## src/design/sem_pkg.sv

```systemverilog
// shared types, constants and helpers for the sobel edge magnitude block
package sem_pkg;

  localparam int PIX_W = 24;
  localparam int CMP_W = 14;
  localparam int SQ_W = 21;
  localparam int ROOT_W = 8;
  localparam int ABS_W = 10;
  localparam int MAX_HEIGHT = 4096;
  localparam logic [SQ_W-1:0] SAT_SQ = SQ_W'(65281);

  localparam logic [1:0] CFG_WIDTH = 2'd0;
  localparam logic [1:0] CFG_HEIGHT = 2'd1;

  typedef logic [PIX_W-1:0] pixel_t;

  // absolute difference of two kernel half sums
  function automatic logic [ABS_W-1:0] abs_diff(input logic [ABS_W-1:0] a,
                                                input logic [ABS_W-1:0] b);
    logic [ABS_W-1:0] r;
    if (a >= b) begin
      r = a - b;
    end else begin
      r = b - a;
    end
    return r;
  endfunction

endpackage

```

## src/design/sem_sqrt.sv

```systemverilog
// bit-serial rounded square root with saturation at 255
module sem_sqrt
  import sem_pkg::*;
(
  input  logic              clk_i,
  input  logic              rst_ni,
  input  logic              start_i,
  input  logic [SQ_W-1:0]   sq_i,
  output logic              done_o,
  output logic [ROOT_W-1:0] root_o
);

  logic              busy_q, rnd_q, done_q, sat_q;
  logic [2:0]        cnt_q;
  logic [SQ_W-1:0]   s_q;
  logic [ROOT_W-1:0] root_q;
  logic [ROOT_W-1:0] trial;
  logic [15:0]       trial_sq;
  logic [15:0]       root_sq;
  logic [SQ_W-1:0]   half_up;

  assign trial    = root_q | (ROOT_W'(8'h80) >> cnt_q);
  assign trial_sq = 16'(trial) * 16'(trial);
  assign root_sq  = 16'(root_q) * 16'(root_q);
  assign half_up  = SQ_W'(root_sq) + SQ_W'(root_q);

  always_ff @(posedge clk_i or negedge rst_ni) begin
    if (!rst_ni) begin
      busy_q <= 1'b0;
      rnd_q  <= 1'b0;
      done_q <= 1'b0;
      cnt_q  <= 3'd0;
    end else begin
      done_q <= 1'b0;
      if (start_i) begin
        busy_q <= 1'b1;
        cnt_q  <= 3'd0;
      end else if (busy_q) begin
        if (cnt_q == 3'd7) begin
          busy_q <= 1'b0;
          rnd_q  <= 1'b1;
        end else begin
          cnt_q <= cnt_q + 3'd1;
        end
      end else if (rnd_q) begin
        rnd_q  <= 1'b0;
        done_q <= 1'b1;
      end
    end
  end

  always_ff @(posedge clk_i) begin
    if (start_i) begin
      s_q    <= sq_i;
      sat_q  <= (sq_i >= SAT_SQ);
      root_q <= '0;
    end else if (busy_q) begin
      if (SQ_W'(trial_sq) <= s_q) begin
        root_q <= trial;
      end
    end else if (rnd_q) begin
      if (sat_q) begin
        root_q <= ROOT_W'(255);
      end else if (s_q > half_up) begin
        root_q <= root_q + ROOT_W'(1);
      end
    end
  end

  assign done_o = done_q;
  assign root_o = root_q;

endmodule

```

## config.mk

```make
export PLATFORM = sky130hd
export DESIGN_NAME = sem_sqrt
export DESIGN_NICKNAME = d
export VERILOG_FILES = /design/src/design/sem_pkg.sv /design/src/design/sem_sqrt.sv
export SDC_FILE = /design/constraint.sdc
export NUM_CORES = 1
export LEC_CHECK = 0
export ABC_AREA = 1
export BUFFER_PORTS_ARGS = -buffer_cell sky130_fd_sc_hd__buf_4
export CELL_PAD_IN_SITES_DETAIL_PLACEMENT = 1
export CELL_PAD_IN_SITES_GLOBAL_PLACEMENT = 1
export CORE_MARGIN = 3
export CORE_UTILIZATION = 45
export CTS_CLUSTER_DIAMETER = 60
export DETAILED_ROUTE_END_ITERATION = 6
export GPL_ROUTABILITY_DRIVEN = 0
export GPL_TIMING_DRIVEN = 0
export PLACE_DENSITY_LB_ADDON = 0.05
export SYNTH_ARGS = -nofsm -noshare
export SYNTH_HDL_FRONTEND = slang
export SYNTH_SLANG_ARGS = --single-unit
```

## constraint.sdc

```tcl
create_clock -name clk_i -period 6.6 [get_ports clk_i]
set_clock_uncertainty 0.2 [all_clocks]
set_input_delay 0 -clock clk_i [delete_from_list [all_inputs] [get_ports clk_i]]
set_output_delay 0 -clock clk_i [all_outputs]
set_load 0.05 [all_outputs]
```

==> metrics.md <==
| Metric | Value |
|---|---|
| Status | finished, final reports clean |
| Asr flop ratio synth | around 17% |
| Pwr Density | 153 nW/µm² |
| # rows | between 40 and 50 |
| F_max | around 0.16 GHz |
| Clk pwr share | between 20% and 30% |
| Core region area | 12800 µm² |
| Final core utilization | between 50 and 60% |
| Count leader, synth | inv_1 |
| Initial Util | 46.6% |
| CTS max path bufs | 2 |
| Net Sw Power | between 0.4 and 0.5 mW |
| Synth Area per Inst | approximately 7.9 µm² |
| Top cells by area, synth | ha_1 21%, fa_1 20%, inv_1 12% |
| Leakage power | 3.97 nW |
| Setup WS pre-CTS | -240 ps |
| DP Area | approximately 6400 µm² |
| Largest net degree at the start of global routing | 25 |
| P_int | 0.614 mW |
| Total negative setup slack | 0 ps |
| Gr ovfl total | 0 |
| Syn Inst Count | 755 |
| WS Path Type | reg -> reg |
| Post-route setup slack | between 200 and 250 ps |
| Crit path DAT | 6330 ps |
| Fillers | roughly 1600 |
| Slowest Stage Delay on Critical Path | 550 ps |
| VDD IR max | about 0.00011 V |
| Critical Path Start Type | register |
| Post-DRT Antenna Nets | 0 |
| Seq pwr share | a little over a quarter |
| Initial antenna violation count | 0 |
| Setup slack, reg-to-reg | around 250 ps |
| Minimum hold slack | approximately 240 ps |
| Fin area | roughly 7000 µm² |
| WL/cell | 17.1 µm |
| Final hold viol count | 0 |
| DR vias | about 5200 |
| Unique masters post-synth | between 40 and 50 |
| Non-filler instance count after layout | around 1000 |
| Die width | 121 µm |
| Final worst path period share | around 96% |
| TritonCTS buffer count | 5 |
| Total power | between 1 and 1.5 mW |
| Top cells by count, synth | 186 x inv_1, 141 x nand2_1, 101 x ha_1, 59 x fa_1, 50 x nor2_1 |
| Worst Setup End Kind | register |
| Initial DRC Count | slightly below 200 |
| Root buf cell | clkbuf_16 |
| Cell accounting for the most synthesized area | ha_1 |
| Number of global-route vias before repair | around 5600 |
| Post-synth top flop | edfxtp_1 |
| First-pass GRT wire length | between 20000 and 30000 µm |
| I/O pins | 33 |
| GRT Total Usage | roughly a quarter |
| Setup-violating endpoint count in the final report | 0 |
| Logic pwr share | 50.9% |
| CTS tree | done |
| Worst-margin pin slew | 690 ps |
| Worst-path maximum fanout | 10 |
| TritonCTS Sinks | 36 |
| Die footprint | about 15000 µm² |
| Switch share | a little over two fifths |
| Clk_lat worst skew | slightly below 300 ps |
| Inserted Diodes | 0 |
| Vias/cell | about 5.2 |
| #FFs+latches synth | 36 |
| Placed Instances | ~960 |
| Top cell type's share of synthesized area | a little over a fifth |
| Max cap viols | 0 |
| DR DRC count | 0 |
| PortBufs | 32 |
| Max Slew Vio Count | 0 |
| Final #Nets | around 1000 |
| Min Tclk post-route | ~6400 ps |
| Die Y | ~120 µm |
| CP Data Required Time | 6580 ps |
| Final wirelength | between 15000 and 20000 µm |
| Sequential fraction of the synthesis area | approximately 16% |
| Mapped Nets | 939 |
| Layout area overhead | 17.7% |
| Number of flops mapped to enable cells by yosys | 22 |
| Hold Path Class | in -> reg |
| H-tree levels | 2 |
| Detailed placement HPWL | between 10000 and 15000 µm |
| Slew headroom | 54.0% |
| Worst-path cell with the longest stage delay | fa_1 |
| Post-synthesis cell area | 5980 µm² |
| Clock transition at path regs | roughly 60 ps |
| Syn. warnings | 0 |
| Router iterations before antenna repair | 4 |
| Fraction of layout cells with a size suffix above 1 | roughly 13% |
==> final cells by class <==
class	count	area (µm²)	share of cell area [%]
timing repair buffer	64	541	7.68
clock inverter	3	18.8	0.267
sequential	36	975	13.8
multi-input combinational	518	4370	62.1
tap	172	215	3.06
buffer	12	81.3	1.16
clock buffer	5	125	1.78
inverter	189	712	10.1
==> power groups by stage <==
stage	clock (mW)	sequential, mW	combinational [mW]
2_1_floorplan	0	0.291	0.345
3_5_place_dp	0	0.286	0.503
5_1_grt	0.252	0.288	0.622
3_3_place_gp	0	0.285	0.478
6_report	0.242	0.285	0.547
4_1_cts	0.239	0.282	0.524
==> cells in the final DEF (no fill, tap or decap), types with 2 or more instances in the layout <==
cell,n
a21o_1,3
a21oi_1,28
a21oi_2,7
a21oi_4,5
buf_2,4
buf_4,43
buf_6,2
clkbuf_16,5
clkinv_2,2
dfrtp_1,5
dfxtp_1,6
dfxtp_2,2
dlygate4sd3_1,24
edfxtp_1,22
fa_1,59
ha_1,96
ha_2,2
ha_4,3
inv_1,178
inv_2,10
nand2_1,140
nand2_2,2
nand3_1,28
nand3b_1,2
nand4_1,7
nor2_1,47
nor2_2,3
nor2_4,2
nor3_1,5
nor4_1,2
o21ai_0,9
o21ai_1,6
o21ai_2,2
o22ai_1,8
xnor2_1,12
xor2_1,25
==> worst paths after layout <==
path                       startpoint   endpoint  cells after the start
setup / recovery             cnt_q[0]  root_o[4]                     30
hold / removal               sq_i[17]    s_q[17]                      2
setup reg to reg             cnt_q[0]  root_o[4]                     30
hold reg to reg                 rnd_q     done_o                      2
max in group asynchronous      rst_ni   cnt_q[2]                      3
min in group asynchronous      rst_ni   cnt_q[1]                      3
==> worst max-delay path: cells and delay by family, from the launching register on <==
kind	cells	cell delay [ps]
AOI/OAI and AO/OA	5	740
xor gates and xnor gates	1	150
adders and majority gates	7	3020
buffers and inverters	8	770
DFF	1	430
and+or+nand+nor	9	920
==> layer usage <==
layer	GRT usage (%)	routed length [µm]	share of wire, %	vias to the layer above
met5	0	0	0	-
met3	1.86	462	2.7	24
li1	-	-	-	2490
met2	45.1	9300	54	67
met1	27.7	6920	41	2574
met4	7.42	396	2.3	0
==> cells by family after synthesis <==
logic type / Yosys count / synth area share [%]
DFF: 36 / 16.2
and+or+nand+nor: 245 / 17.2
AOI/OAI and AO/OA: 76 / 7.30
buffers and inverters: 201 / 13.0
adders and majority gates: 160 / 40.9
xor gates and xnor gates: 37 / 5.42
==> registers in the layout, summed over array words and instances (netlist names) <==
name    cells
s_q        21
root_o      8
cnt_q       3
busy_q      1
done_o      1
rnd_q       1
sat_q       1
==> repair_timing <==
item                                    in CTS  in global routing
hold buffers                                24                  0
endpoints found under the setup margin       8                  8
setup buffers                                0                  8
pin swaps                                    1                 10
endpoints found under the hold margin       51                  0
gates resized for setup                     10                 41
No activity file was read; power rests on OpenSTA's default activity.
